File: config.mk
export PLATFORM = sky130hd
export DESIGN_NAME = newton_square_root_core
export DESIGN_NICKNAME = d
export VERILOG_FILES = /design/src/sv/nsr_pkg.sv /design/src/sv/nsr_sqr.sv /design/src/sv/nsr_div.sv /design/src/sv/newton_square_root_core.sv
export SDC_FILE = /design/constraint.sdc
export NUM_CORES = 1
export LEC_CHECK = 0
export BUFFER_PORTS_ARGS = -buffer_cell sky130_fd_sc_hd__buf_2
export CAP_MARGIN = 30
export CORE_ASPECT_RATIO = 0.75
export CORE_UTILIZATION = 45
export CTS_CLUSTER_DIAMETER = 200
export DETAILED_ROUTE_END_ITERATION = 16
export GPL_ROUTABILITY_DRIVEN = 0
export GPL_TIMING_DRIVEN = 1
export PLACE_DENSITY = 0.6
export REMOVE_ABC_BUFFERS = 1
export SYNTH_ARGS = -nofsm -noshare
export SYNTH_HDL_FRONTEND = slang
export SYNTH_SLANG_ARGS = --single-unit
File: constraint.sdc
create_clock -name clk -period 14.35 [get_ports clk]
set_clock_uncertainty 0.05 [all_clocks]
set_input_delay 2.87 -clock clk [delete_from_list [all_inputs] [get_ports clk]]
set_output_delay 2.87 -clock clk [all_outputs]
set_load 0.02 [all_outputs]
File: src/sv/nsr_pkg.sv
// ----------------------------------------------------------------------------
// nsr_pkg
// Shared widths, register addresses, status codes and controller states for
// the Newton-Raphson square root block.
// ----------------------------------------------------------------------------
package nsr_pkg;

    localparam int DATA_W  = 32;
    localparam int FRAC_W  = 16;
    localparam int SQ_W    = 2 * DATA_W;
    localparam int DEN_W   = DATA_W + 1;
    localparam int RESID_W = 49;
    localparam int TOL_W   = 16;
    localparam int CNT_W   = 8;
    localparam int ADDR_W  = 4;

    // Register byte addresses on the configuration port.
    localparam logic [ADDR_W-1:0] ADDR_GUESS = 4'h0;
    localparam logic [ADDR_W-1:0] ADDR_TOL   = 4'h4;
    localparam logic [ADDR_W-1:0] ADDR_LIMIT = 4'h8;

    // Register values after reset.
    localparam logic [DATA_W-1:0] GUESS_RESET = 32'd6554;
    localparam logic [TOL_W-1:0]  TOL_RESET   = 16'd1;
    localparam logic [CNT_W-1:0]  LIMIT_RESET = 8'd32;

    // Result status codes.
    typedef enum logic [1:0] {
        STATUS_CONVERGED = 2'd0,
        STATUS_LIMIT     = 2'd1,
        STATUS_ZERO_DERIV = 2'd2
    } status_t;

    // Controller states, one-hot.
    typedef enum logic [5:0] {
        ST_IDLE = 6'b000001,
        ST_SQ   = 6'b000010,
        ST_DIV  = 6'b000100,
        ST_UPD  = 6'b001000,
        ST_RSQ  = 6'b010000,
        ST_DONE = 6'b100000
    } state_t;

endpackage

File: src/sv/nsr_sqr.sv
// ----------------------------------------------------------------------------
// nsr_sqr
// Bit-serial squarer: one multiplier bit is consumed per cycle by shift and
// add, giving the full 64-bit square.
// ----------------------------------------------------------------------------
module nsr_sqr
    import nsr_pkg::*;
(
    input  logic              clk,
    input  logic              rst_n,
    input  logic              start,
    input  logic [DATA_W-1:0] operand,
    output logic              done,
    output logic [SQ_W-1:0]   square
);

    localparam int CW = $clog2(DATA_W);
    localparam logic [CW-1:0] LAST = CW'(DATA_W - 1);

    logic [DATA_W-1:0] mcand_reg;
    logic [SQ_W-1:0]   prod_reg;
    logic [CW-1:0]     cnt_reg;
    logic              busy_reg;
    logic              done_reg;
    logic [DATA_W:0]   sum;

    // Add the multiplicand to the upper half when the current bit is set.
    always_comb
    begin
        sum = {1'b0, prod_reg[SQ_W-1:DATA_W]}
            + (prod_reg[0] ? {1'b0, mcand_reg} : '0);
    end

    // Control: counter, busy and completion pulse.
    always_ff @(posedge clk or negedge rst_n)
    begin
        if (!rst_n)
        begin
            cnt_reg  <= '0;
            busy_reg <= 1'b0;
            done_reg <= 1'b0;
        end
        else
        begin
            done_reg <= 1'b0;
            if (start)
            begin
                cnt_reg  <= '0;
                busy_reg <= 1'b1;
            end
            else if (busy_reg)
            begin
                cnt_reg <= cnt_reg + 1'b1;
                if (cnt_reg == LAST)
                begin
                    busy_reg <= 1'b0;
                    done_reg <= 1'b1;
                end
            end
        end
    end

    // Datapath: shift the partial product right one bit a cycle.
    always_ff @(posedge clk)
    begin
        if (start)
        begin
            mcand_reg <= operand;
            prod_reg  <= {{DATA_W{1'b0}}, operand};
        end
        else if (busy_reg)
        begin
            prod_reg <= {sum, prod_reg[DATA_W-1:1]};
        end
    end

    assign done   = done_reg;
    assign square = prod_reg;

endmodule

File: src/sv/nsr_div.sv
// ----------------------------------------------------------------------------
// nsr_div
// Restoring divider: one quotient bit per cycle for a 64-bit dividend over
// a 33-bit divisor, truncating toward zero.
// ----------------------------------------------------------------------------
module nsr_div
    import nsr_pkg::*;
(
    input  logic             clk,
    input  logic             rst_n,
    input  logic             start,
    input  logic [SQ_W-1:0]  dividend,
    input  logic [DEN_W-1:0] divisor,
    output logic             done,
    output logic [SQ_W-1:0]  quotient
);

    localparam int CW = $clog2(SQ_W);
    localparam logic [CW-1:0] LAST = CW'(SQ_W - 1);

    logic [DEN_W-1:0] dvsr_reg;
    logic [SQ_W-1:0]  quo_reg;
    logic [DEN_W-1:0] rem_reg;
    logic [CW-1:0]    cnt_reg;
    logic             busy_reg;
    logic             done_reg;
    logic [DEN_W:0]   trial;
    logic [DEN_W:0]   diff;
    logic             fits;

    // Trial subtraction of the divisor from the shifted remainder.
    always_comb
    begin
        trial = {rem_reg, quo_reg[SQ_W-1]};
        fits  = trial >= {1'b0, dvsr_reg};
        diff  = trial - {1'b0, dvsr_reg};
    end

    // Control: counter, busy and completion pulse.
    always_ff @(posedge clk or negedge rst_n)
    begin
        if (!rst_n)
        begin
            cnt_reg  <= '0;
            busy_reg <= 1'b0;
            done_reg <= 1'b0;
        end
        else
        begin
            done_reg <= 1'b0;
            if (start)
            begin
                cnt_reg  <= '0;
                busy_reg <= 1'b1;
            end
            else if (busy_reg)
            begin
                cnt_reg <= cnt_reg + 1'b1;
                if (cnt_reg == LAST)
                begin
                    busy_reg <= 1'b0;
                    done_reg <= 1'b1;
                end
            end
        end
    end

    // Datapath: dividend bits shift out as quotient bits shift in.
    always_ff @(posedge clk)
    begin
        if (start)
        begin
            dvsr_reg <= divisor;
            quo_reg  <= dividend;
            rem_reg  <= '0;
        end
        else if (busy_reg)
        begin
            rem_reg <= fits ? diff[DEN_W-1:0] : trial[DEN_W-1:0];
            quo_reg <= {quo_reg[SQ_W-2:0], fits};
        end
    end

    assign done     = done_reg;
    assign quotient = quo_reg;

endmodule

File: src/sv/newton_square_root_core.sv
// ----------------------------------------------------------------------------
// newton_square_root_core
// Newton-Raphson square root of an unsigned Q16.16 radicand.
// ----------------------------------------------------------------------------
// Usage:
//   The input channel (in_valid, in_stall, radicand) takes one radicand per
//   transfer. The output channel (out_valid, out_stall) returns one result per
//   radicand: root_value, residual (root squared minus radicand, Q32.16),
//   step_count and status (converged, iteration limit, zero derivative).
//   Each Newton step runs the bit-serial squarer, then the restoring divider,
//   then a control update. After the last step the root is squared once more
//   for the residual; a zero initial guess goes straight to that final square.
//   One item is worked on at a time; in_stall is high while it is in work.
//   A finished result waits in the output register while the receiver stalls;
//   the next radicand is accepted meanwhile, and its result is held back
//   until the previous one has been transferred.
//   Reset restores initial_guess 0.1, tolerance 1 LSB and limit 32, and
//   empties the block. Registers are to be written over the APB port only
//   while idle; the block itself does not enforce this.
// ----------------------------------------------------------------------------
module newton_square_root_core
    import nsr_pkg::*;
(
    input  logic                      clk,
    input  logic                      rst_n,
    // Configuration port
    input  logic                      psel,
    input  logic                      penable,
    input  logic                      pwrite,
    input  logic [ADDR_W-1:0]         paddr,
    input  logic [31:0]               pwdata,
    output logic [31:0]               prdata,
    output logic                      pready,
    // Input channel
    input  logic                      in_valid,
    output logic                      in_stall,
    input  logic [DATA_W-1:0]         radicand,
    // Output channel
    output logic                      out_valid,
    input  logic                      out_stall,
    output logic [DATA_W-1:0]         root_value,
    output logic signed [RESID_W-1:0] residual,
    output logic [CNT_W-1:0]          step_count,
    output logic [1:0]                status
);

    // Configuration registers.
    logic [DATA_W-1:0] guess_reg;
    logic [TOL_W-1:0]  tol_reg;
    logic [CNT_W-1:0]  limit_reg;

    // Controller and working registers.
    state_t            state_reg;
    logic [DATA_W-1:0] n_reg;
    logic [DATA_W-1:0] x0_reg;
    logic [DATA_W-1:0] x1_reg;
    logic [CNT_W-1:0]  k_reg;
    status_t           stat_reg;
    logic              ge_reg;
    logic [SQ_W-1:0]   num_reg;
    logic              sq_start_reg;
    logic [DATA_W-1:0] sq_op_reg;
    logic              div_start_reg;
    logic signed [RESID_W-1:0] resid_work_reg;

    // Output registers.
    logic                      out_valid_reg;
    logic [DATA_W-1:0]         root_reg;
    logic signed [RESID_W-1:0] resid_reg;
    logic [CNT_W-1:0]          cnt_out_reg;
    logic [1:0]                stat_out_reg;

    logic              sq_done;
    logic [SQ_W-1:0]   square;
    logic              div_done;
    logic [SQ_W-1:0]   quotient;
    logic              wr_en;
    logic              in_take;
    logic              out_free;
    logic [SQ_W-1:0]   nn;
    logic [DATA_W:0]   up_sum;
    logic [DATA_W-1:0] x_next;
    logic [DATA_W-1:0] step_mag;
    logic [RESID_W-1:0] resid_raw;

    nsr_sqr u_sqr (
        .clk     (clk),
        .rst_n   (rst_n),
        .start   (sq_start_reg),
        .operand (sq_op_reg),
        .done    (sq_done),
        .square  (square)
    );

    nsr_div u_div (
        .clk      (clk),
        .rst_n    (rst_n),
        .start    (div_start_reg),
        .dividend (num_reg),
        .divisor  ({x0_reg, 1'b0}),
        .done     (div_done),
        .quotient (quotient)
    );

    // Configuration write and read back.
    assign pready = 1'b1;
    assign wr_en  = psel && penable && pwrite;

    always_ff @(posedge clk or negedge rst_n)
    begin
        if (!rst_n)
        begin
            guess_reg <= GUESS_RESET;
            tol_reg   <= TOL_RESET;
            limit_reg <= LIMIT_RESET;
        end
        else if (wr_en)
        begin
            if (paddr == ADDR_GUESS)
            begin
                guess_reg <= pwdata;
            end
            if (paddr == ADDR_TOL)
            begin
                tol_reg <= pwdata[TOL_W-1:0];
            end
            if (paddr == ADDR_LIMIT)
            begin
                limit_reg <= pwdata[CNT_W-1:0];
            end
        end
    end

    always_comb
    begin
        priority if (paddr == ADDR_GUESS)
        begin
            prdata = guess_reg;
        end
        else if (paddr == ADDR_TOL)
        begin
            prdata = {{(32 - TOL_W){1'b0}}, tol_reg};
        end
        else if (paddr == ADDR_LIMIT)
        begin
            prdata = {{(32 - CNT_W){1'b0}}, limit_reg};
        end
        else
        begin
            prdata = '0;
        end
    end

    // Handshake terms.
    assign in_stall = (state_reg != ST_IDLE);
    assign in_take  = in_valid && !in_stall;
    assign out_free = !out_valid_reg || !out_stall;

    // Step arithmetic: aligned radicand, the updated estimate, step size and the raw residual.
    always_comb
    begin
        nn     = {{FRAC_W{1'b0}}, n_reg, {FRAC_W{1'b0}}};
        up_sum = {1'b0, x0_reg} + {1'b0, quotient[DATA_W-1:0]};
        if (ge_reg)
        begin
            x_next = x0_reg - quotient[DATA_W-1:0];
        end
        else if ((|quotient[SQ_W-1:DATA_W]) || up_sum[DATA_W])
        begin
            x_next = '1;
        end
        else
        begin
            x_next = up_sum[DATA_W-1:0];
        end
        step_mag  = (x1_reg >= x0_reg) ? (x1_reg - x0_reg) : (x0_reg - x1_reg);
        resid_raw = {1'b0, square[SQ_W-1:FRAC_W]}
                  - {{(RESID_W - DATA_W){1'b0}}, n_reg};
    end

    // Start pulses for the squarer and divider, and the output valid flag.
    always_ff @(posedge clk or negedge rst_n)
    begin
        if (!rst_n)
        begin
            sq_start_reg  <= 1'b0;
            div_start_reg <= 1'b0;
            out_valid_reg <= 1'b0;
        end
        else
        begin
            sq_start_reg  <= ((state_reg == ST_IDLE) && in_take) || (state_reg == ST_UPD);
            div_start_reg <= (state_reg == ST_SQ) && sq_done;
            out_valid_reg <= ((state_reg == ST_DONE) && out_free)
                          || (out_valid_reg && out_stall);
        end
    end

    // Controller.
    always_ff @(posedge clk or negedge rst_n)
    begin
        if (!rst_n)
        begin
            state_reg <= ST_IDLE;
        end
        else
        begin
            unique case (state_reg)
                ST_IDLE:
                begin
                    if (in_take)
                    begin
                        state_reg <= (guess_reg == '0) ? ST_RSQ : ST_SQ;
                    end
                end
                ST_SQ:
                begin
                    if (sq_done)
                    begin
                        state_reg <= ST_DIV;
                    end
                end
                ST_DIV:
                begin
                    if (div_done)
                    begin
                        state_reg <= ST_UPD;
                    end
                end
                ST_UPD:
                begin
                    if ((step_mag <= {{(DATA_W - TOL_W){1'b0}}, tol_reg})
                        || (k_reg >= limit_reg))
                    begin
                        state_reg <= ST_RSQ;
                    end
                    else
                    begin
                        state_reg <= ST_SQ;
                    end
                end
                ST_RSQ:
                begin
                    if (sq_done)
                    begin
                        state_reg <= ST_DONE;
                    end
                end
                ST_DONE:
                begin
                    if (out_free)
                    begin
                        state_reg <= ST_IDLE;
                    end
                end
                default:
                begin
                    state_reg <= ST_IDLE;
                end
            endcase
        end
    end

    // Working datapath registers.
    always_ff @(posedge clk)
    begin
        unique case (state_reg)
            ST_IDLE:
            begin
                if (in_take)
                begin
                    n_reg     <= radicand;
                    x0_reg    <= guess_reg;
                    x1_reg    <= '0;
                    k_reg     <= CNT_W'(1);
                    sq_op_reg <= guess_reg;
                    stat_reg  <= (guess_reg == '0) ? STATUS_ZERO_DERIV
                                                   : STATUS_CONVERGED;
                end
            end
            ST_SQ:
            begin
                if (sq_done)
                begin
                    ge_reg  <= square >= nn;
                    num_reg <= (square >= nn) ? (square - nn) : (nn - square);
                end
            end
            ST_DIV:
            begin
                if (div_done)
                begin
                    x1_reg <= x_next;
                end
            end
            ST_UPD:
            begin
                sq_op_reg <= x1_reg;
                if (step_mag > {{(DATA_W - TOL_W){1'b0}}, tol_reg})
                begin
                    if (k_reg >= limit_reg)
                    begin
                        stat_reg <= STATUS_LIMIT;
                    end
                    else
                    begin
                        k_reg  <= k_reg + 1'b1;
                        x0_reg <= x1_reg;
                    end
                end
            end
            ST_RSQ, ST_DONE:
            begin
            end
            default:
            begin
            end
        endcase
    end

    // Result register, loaded once the previous result has been transferred.
    // The residual is kept aside until then so that a waiting result holds.
    always_ff @(posedge clk)
    begin
        if (state_reg == ST_RSQ && sq_done)
        begin
            resid_work_reg <= $signed(resid_raw);
        end
        if (state_reg == ST_DONE && out_free)
        begin
            root_reg     <= x1_reg;
            resid_reg    <= resid_work_reg;
            cnt_out_reg  <= k_reg;
            stat_out_reg <= stat_reg;
        end
    end

    assign out_valid  = out_valid_reg;
    assign root_value = root_reg;
    assign residual   = resid_reg;
    assign step_count = cnt_out_reg;
    assign status     = stat_out_reg;

endmodule

==> summary.md, run 1 <==
| Metric | Value |
|---|---|
| Run status | `completed` |
| Final-stage net count | `~4300` |
| GRT Util Overall | `0.252` |
| Via count | `approximately 30000` |
| Synth-to-Final Area Change | `11.7%` |
| Drt wl/cell | `21.6 um` |
| Place WS | `7.21 ns` |
| Vias in the first global route | `27733` |
| Sequential cell area fraction in the yosys report | `0.473` |
| Fill cells | `around 8000` |
| CTS tree | `yes` |
| Post-DP HPWL | `84200 um` |
| Setup Buffers After CTS | `0` |
| Yosys Warn Count | `0` |
| WL final | `~110000 um` |
| Netlist cell types | `95` |
| First-pass GRT wire length | `170000 um` |
| Syn Inst Count | `3843` |
| Data arrival time of the worst path | `around 4.2 ns` |
| Final Instance Area | `around 0.043 mm^2` |
| Sw power | `just over 3 mW` |
| Pre-Repair DR Iteration Count | `5` |
| Commonest non-fill, non-tap cells in the layout | `503 x edfxtp_1, 306 x nand2_1, 298 x inv_1` |
| Congestion Overflow GR | `0` |
| PwrDens | `between 150 and 200 mW/mm^2` |
| Static leakage | `18.3 nW` |
| Num CTS Buffers | `71` |
| Initial core utilization | `0.454` |
| Max IR drop VDD | `a little over 80 uV` |
| Setup TNS | `0 ns` |
| Drt first-iter violations | `3133` |
| CP Max Fanout | `11` |
| Hold-fix buffers at CTS | `0` |
| Synthesized area | `between 0.03 and 0.04 mm^2` |
| Seq cells post-synth | `648` |
| Antenna viol nets, final | `0` |
| Worst min-delay path category | `flip-flop to flip-flop` |
| Share of layout cells above drive strength 1 | `0.129` |
| DRC Markers | `0` |
| # rows | `93` |
| RSZ-0062 raised after global routing | `false` |
| Slew Viols, Final | `0` |
| Clock power frac | `0.246` |
| Int Power | `just under 5 mW` |
| Clock Latency Late Sink | `0.64 ns` |
| CTS clock-pin slew for the worst setup and hold paths | `0.06 ns` |
| Sequential share of power | `0.341` |
| Logic pwr share | `0.412` |
| Clk buf depth | `3` |
| Setup Viol. Count Final | `0` |
| IO Count | `201` |
| Post-CTS sizing | `0` |
| Synth Flop Type | `edfxtp_1` |
| Max-Cap Viols | `0` |
| Sw Share | `0.389` |
| Slew Limit Headroom | `0.238` |
| Post-layout worst setup margin | `7.19 ns` |
| CP Capture Type | `output pin` |
| Final number of hold-violating endpoints | `0` |
| Clock Root Buffer | `clkbuf_16` |
| DR vias/cell | `5.76` |
| Antenna violations before repair | `5` |
| Async set or reset register ratio after synthesis | `0.123` |
| Post-synth EDFFs | `just over 500` |
| Die X | `342 um` |
| Post-route minimum period | `7.16 ns` |
| IO Port Bufs | `around 200` |
| Fin Hold WS | `0.362 ns` |
| H-Tree Depth | `3` |
| Critical setup path kind | `primary input to output pin` |
| Commonest non-fill, non-tap cell in the layout | `edfxtp_1` |
| Core Area | `0.0858 mm^2` |
| Die height | `about 260 um` |
| CTS sink count | `648` |
| Tcrit/Tclk final | `0.499` |
| Least-Margin Pin Slew | `1.13 ns` |
| Max Clk Rate | `140 MHz` |
| Largest net degree at the start of global routing | `74` |
| Worst path required time | `11.43 ns` |
| Syn avg cell area | `slightly above 10 um^2` |
| Startpoint types | `primary input` |
| Die area | `approximately 0.088 mm^2` |
| Placed cell area | `0.0409 mm^2` |
==> final cells by class <==
class | instances | area (um^2) | area share
tap | 1140 | 1430 | 0.0328
clock inverter | 38 | 477 | 0.0110
clock buffer | 93 | 1980 | 0.0456
inverter | 301 | 1130 | 0.0260
antenna | 1 | 2.50 | 0.0000576
timing repair buffer | 243 | 1440 | 0.0332
sequential | 648 | 18400 | 0.424
multi-input combinational | 2709 | 18600 | 0.428
==> power groups by stage <==
stage          registers [mW]  clock network (mW)  logic, mW
2_1_floorplan            2.66                   0       2.32
3_3_place_gp             2.75                   0       3.15
3_5_place_dp             2.75                   0       3.18
4_1_cts                  2.71                1.99       3.21
5_1_grt                  2.75                2.07       3.60
6_report                 2.71                1.96       3.28
==> logic make-up after synthesis <==
kind of cell    synth area share
buf+inv                   0.0509
simple gates               0.126
fa+ha+maj                 0.0946
xor+xnor                  0.0423
other cells            0.0000963
mux                       0.0402
compound gates             0.173
flops                      0.473
==> metal layers <==
layer	wire length (um)	global-route usage
met1	53500	0.385
met2	45300	0.346
met3	10400	0.0662
met4	2620	0.0642
met5	57	0
==> critical path, cell delays in order <==
cell	delay [ns]
buf_2	0.27
inv_1	0.30
nand2_1	0.35
nor2_1	0.07
a21oi_1	0.17
buf_2	0.20
==> stage by stage <==
step	total power, mW	cells	util
6_report	7.95	5173	0.507
4_1_cts	7.92	5167	0.506
3_5_place_dp	5.93	5036	0.477
2_1_floorplan	4.98	3658	-
5_1_grt	8.41	5172	0.507
3_3_place_gp	5.89	5031	0.476
==> worst paths after layout <==
path,startpoint,to,slack (ns),cells after the start
min reg2reg,resid_work_reg[21]$_DFFE_PP_,residual[21]$_DFFE_PP_,0.36,0
max,paddr[2],prdata[1],7.19,6
min,resid_work_reg[21]$_DFFE_PP_,residual[21]$_DFFE_PP_,0.36,0
max reg2reg,x1_reg[0]$_SDFFCE_PP0P_,x0_reg[30]$_DFFE_PP_,7.48,25
min in group asynchronous,rst_n,tol_reg[5]$_DFFE_PN0P_,2.15,1
max in group asynchronous,rst_n,guess_reg[29]$_DFFE_PN0P_,11.06,2
==> synthesized netlist by cell type, drive strengths merged (65+ instances only) <==
cell type / number / area (um^2)
xor2: 86 / 753
inv: 301 / 1130
edfxtp: 503 / 15100
dfrtp: 70 / 1750
o21ai: 283 / 1420
a21o: 116 / 872
ha: 283 / 3540
dfxtp: 65 / 1300
a21oi: 298 / 1500
nor2: 291 / 1090
nand2: 306 / 1150
xnor2: 102 / 893
clkbuf: 155 / 652
mux2: 91 / 1020
(Power assumes the default switching activity.)
==> run 2, diff against run 1 <==
==> constraint.sdc (replaced) <==
create_clock -name clk -period 6.6 [get_ports clk]
set_clock_uncertainty 0.05 [all_clocks]
set_input_delay 1.32 -clock clk [delete_from_list [all_inputs] [get_ports clk]]
set_output_delay 1.32 -clock clk [all_outputs]
set_load 0.02 [all_outputs]
==> summary.md, run 2 (synthesis results as in run 1) <==
| Metric | Value |
|---|---|
| Dpl cells | `5047 (+0.22%)` |
| Setup Viol. Count Final | `0 (unchanged)` |
| Largest net degree at the start of global routing | `76 (+2.7%)` |
| Tcrit/Tclk final | `0.930` |
| Initial core utilization | `0.454 (unchanged)` |
| Max Clk Rate | `163 MHz` |
| Slowest CP cell | `ha_1` |
| Final cell count without fillers | `5183 (+0.19%)` |
| Multi-input gate area | `0.0186 mm^2 (unchanged)` |
| Startpoint types | `flip-flop` |
| Clock Root Buffer | `clkbuf_16` |
| Fill cells | `7892 (+0.82%)` |
| DRC Markers | `0 (unchanged)` |
| Num CTS Buffers | `72 (+1.4%)` |
| Worst path required time | `6.90 ns (-4.53 ns)` |
| CP bufs+invs | `2 (-1)` |
| Share of layout cells above drive strength 1 | `0.131 (+0.00187)` |
| Max-Cap Viols | `0 (unchanged)` |
| Max IR drop VDD | `185 uV (+130%)` |
| Static leakage | `18.3 nW (+0.18%)` |
| Clock Latency Late Sink | `0.63 ns (about the same)` |
| Clk buf depth | `3 (unchanged)` |
| Congestion Overflow GR | `0 (unchanged)` |
| Post-route minimum period | `6.14 ns` |
| Critical Path, Cell by Cell | `ha_1 > nand4_1 > nor3_1 > o21ai_0 > a21oi_1 > and2_1 > nor2_1 > a21oi_1 > xor2_1 > ha_1 > a21o_1 > a21o_1 > a21oi_1 > nor2_1 > a211oi_1 > a21oi_1 > a2111oi_0 > and3_1 > nor4b_2 > buf_4 > o31ai_4 > buf_12` |
| Setup Buffers After CTS | `0 (unchanged)` |
| Drt wl/cell | `22.2 um (+2.7%)` |
| Top delay family on crit path | `simple AND/OR/NAND/NOR gates` |
| Die height | `257 um (unchanged)` |
| Hold-fix buffers at CTS | `0 (unchanged)` |
| IO Count | `201 (unchanged)` |
| # rows | `93 (unchanged)` |
| RSZ-0062 raised after global routing | `false` |
| Design Power | `17.4 mW (+120%)` |
| Final-stage net count | `4349 (+0.23%)` |
| Antenna violations before repair | `4 (-1)` |
| CP Max Fanout | `32 (+21)` |
| Core Util, Final | `0.507 (about the same)` |
| PwrDens | `399 mW/mm^2 (+120%)` |
| Core Area | `0.0858 mm^2 (unchanged)` |
| Worst min-delay path category | `flip-flop to flip-flop` |
| WL final | `115000 um (+2.9%)` |
| Vias in the first global route | `27699 (-0.12%)` |
| Commonest non-fill, non-tap cell in the layout | `edfxtp_1` |
| Die area | `0.0877 mm^2 (unchanged)` |
| Commonest non-fill, non-tap cells in the layout | `503 x edfxtp_1, 306 x nand2_1, 298 x inv_1` |
| Reg area | `0.0184 mm^2 (unchanged)` |
| Post-CTS sizing | `0 (unchanged)` |
| Pre-Repair DR Iteration Count | `6 (+1)` |
| Antenna diodes | `0 (-1)` |
| CTS clock-pin slew for the worst setup and hold paths | `0.06 ns (about the same)` |
| Synth-to-Final Area Change | `11.7% (about the same)` |
| Final Instance Area | `0.0435 mm^2 (about the same)` |
| Slew Limit Headroom | `0.299 (+0.0609)` |
| Least-Margin Pin Slew | `1.04 ns (-0.0953 ns)` |
| Most frequent CP cell | `a21oi_1` |
| Fin Hold WS | `0.367 ns (+0.00528 ns)` |
| Via count | `30292 (+1.7%)` |
| Slew Viols, Final | `0 (unchanged)` |
| Placed cell area | `0.0410 mm^2 (+0.17%)` |
| Drt first-iter violations | `3646 (+16%)` |
| Die X | `342 um (unchanged)` |
| IO Port Bufs | `199 (unchanged)` |
| DR vias/cell | `5.84 (+1.5%)` |
| First-pass GRT wire length | `173000 um (+1.9%)` |
| CP max stage delay | `0.58 ns (+0.23 ns)` |
| CP Capture Type | `flip-flop` |
| CTS sink count | `648 (unchanged)` |
| Data arrival time of the worst path | `6.44 ns (+2.20 ns)` |
| Critical setup path kind | `flip-flop to flip-flop` |
| Antenna viol nets, final | `0 (unchanged)` |
| GRT Util Overall | `0.258 (+0.00623)` |
| CTS tree | `yes` |
| Post-DP HPWL | `87100 um (+3.4%)` |
| H-Tree Depth | `3 (unchanged)` |
| Final number of hold-violating endpoints | `0 (unchanged)` |
| Run status | `completed` |
-- run 2: cell types whose count changed in the layout (fill, tap and decap cells not counted), sizes merged --
cell / before / now
clkinv: 18 / 23
clkinvlp: 6 / 5
inv: 305 / 307
clkbuf: 93 / 90
buf: 242 / 252
bufinv: 10 / 9
diode: 1 / 0
clkdlybuf4s15: 1 / 0
-- run 2: final cells by class --
type,instances,share of cell area
clock inverters,43,0.0111
clock buffers,90,0.0454
well taps,1140,0.0328
inverters,301,0.0260
repair buffers,252,0.0335
multi-input cells,2709,0.427
flip-flops and latches,648,0.424
-- run 2: stage by stage --
step / TNS [ns] / setup slack [ns]
after floorplan: -40.95 / -1.02
after global placement: 0 / 0.757
after detailed placement: 0 / 0.680
after CTS: 0 / 0.651
after global routing: 0 / 0.0844
final: 0 / 0.460
-- run 2: worst paths after layout --
check	to	slack (ns)	from	depth (start not counted)
max in group asynchronous	div_start_reg$_DFF_PN0_	4.81	rst_n	2
worst min register to register	residual[21]$_DFFE_PP_	0.37	resid_work_reg[21]$_DFFE_PP_	0
worst min-delay path	residual[21]$_DFFE_PP_	0.37	resid_work_reg[21]$_DFFE_PP_	0
min in group asynchronous	guess_reg[5]$_DFFE_PN0P_	0.64	rst_n	1
worst max register to register	x0_reg[26]$_DFFE_PP_	0.46	x0_reg[25]$_DFFE_PP_	22
worst max-delay path	x0_reg[26]$_DFFE_PP_	0.46	x0_reg[25]$_DFFE_PP_	22
-- run 2: layer usage --
metal  vias to the layer above  routed length, um  GRT usage  part of all wire
met3                       160              10300     0.0490             0.089
met2                      1324              46400      0.355              0.40
li1                      14210                  -          -                 -
met5                         -                  0          0                 0
met1                     14598              55500      0.405              0.48
met4                         0               2990     0.0714             0.026
-- run 2: power breakdown --
group / internal, mW / switching, mW / total (mW)
combinational: 2.74 / 4.50 / 7.24
sequential: 5.31 / 0.568 / 5.88
clock: 2.50 / 1.75 / 4.25
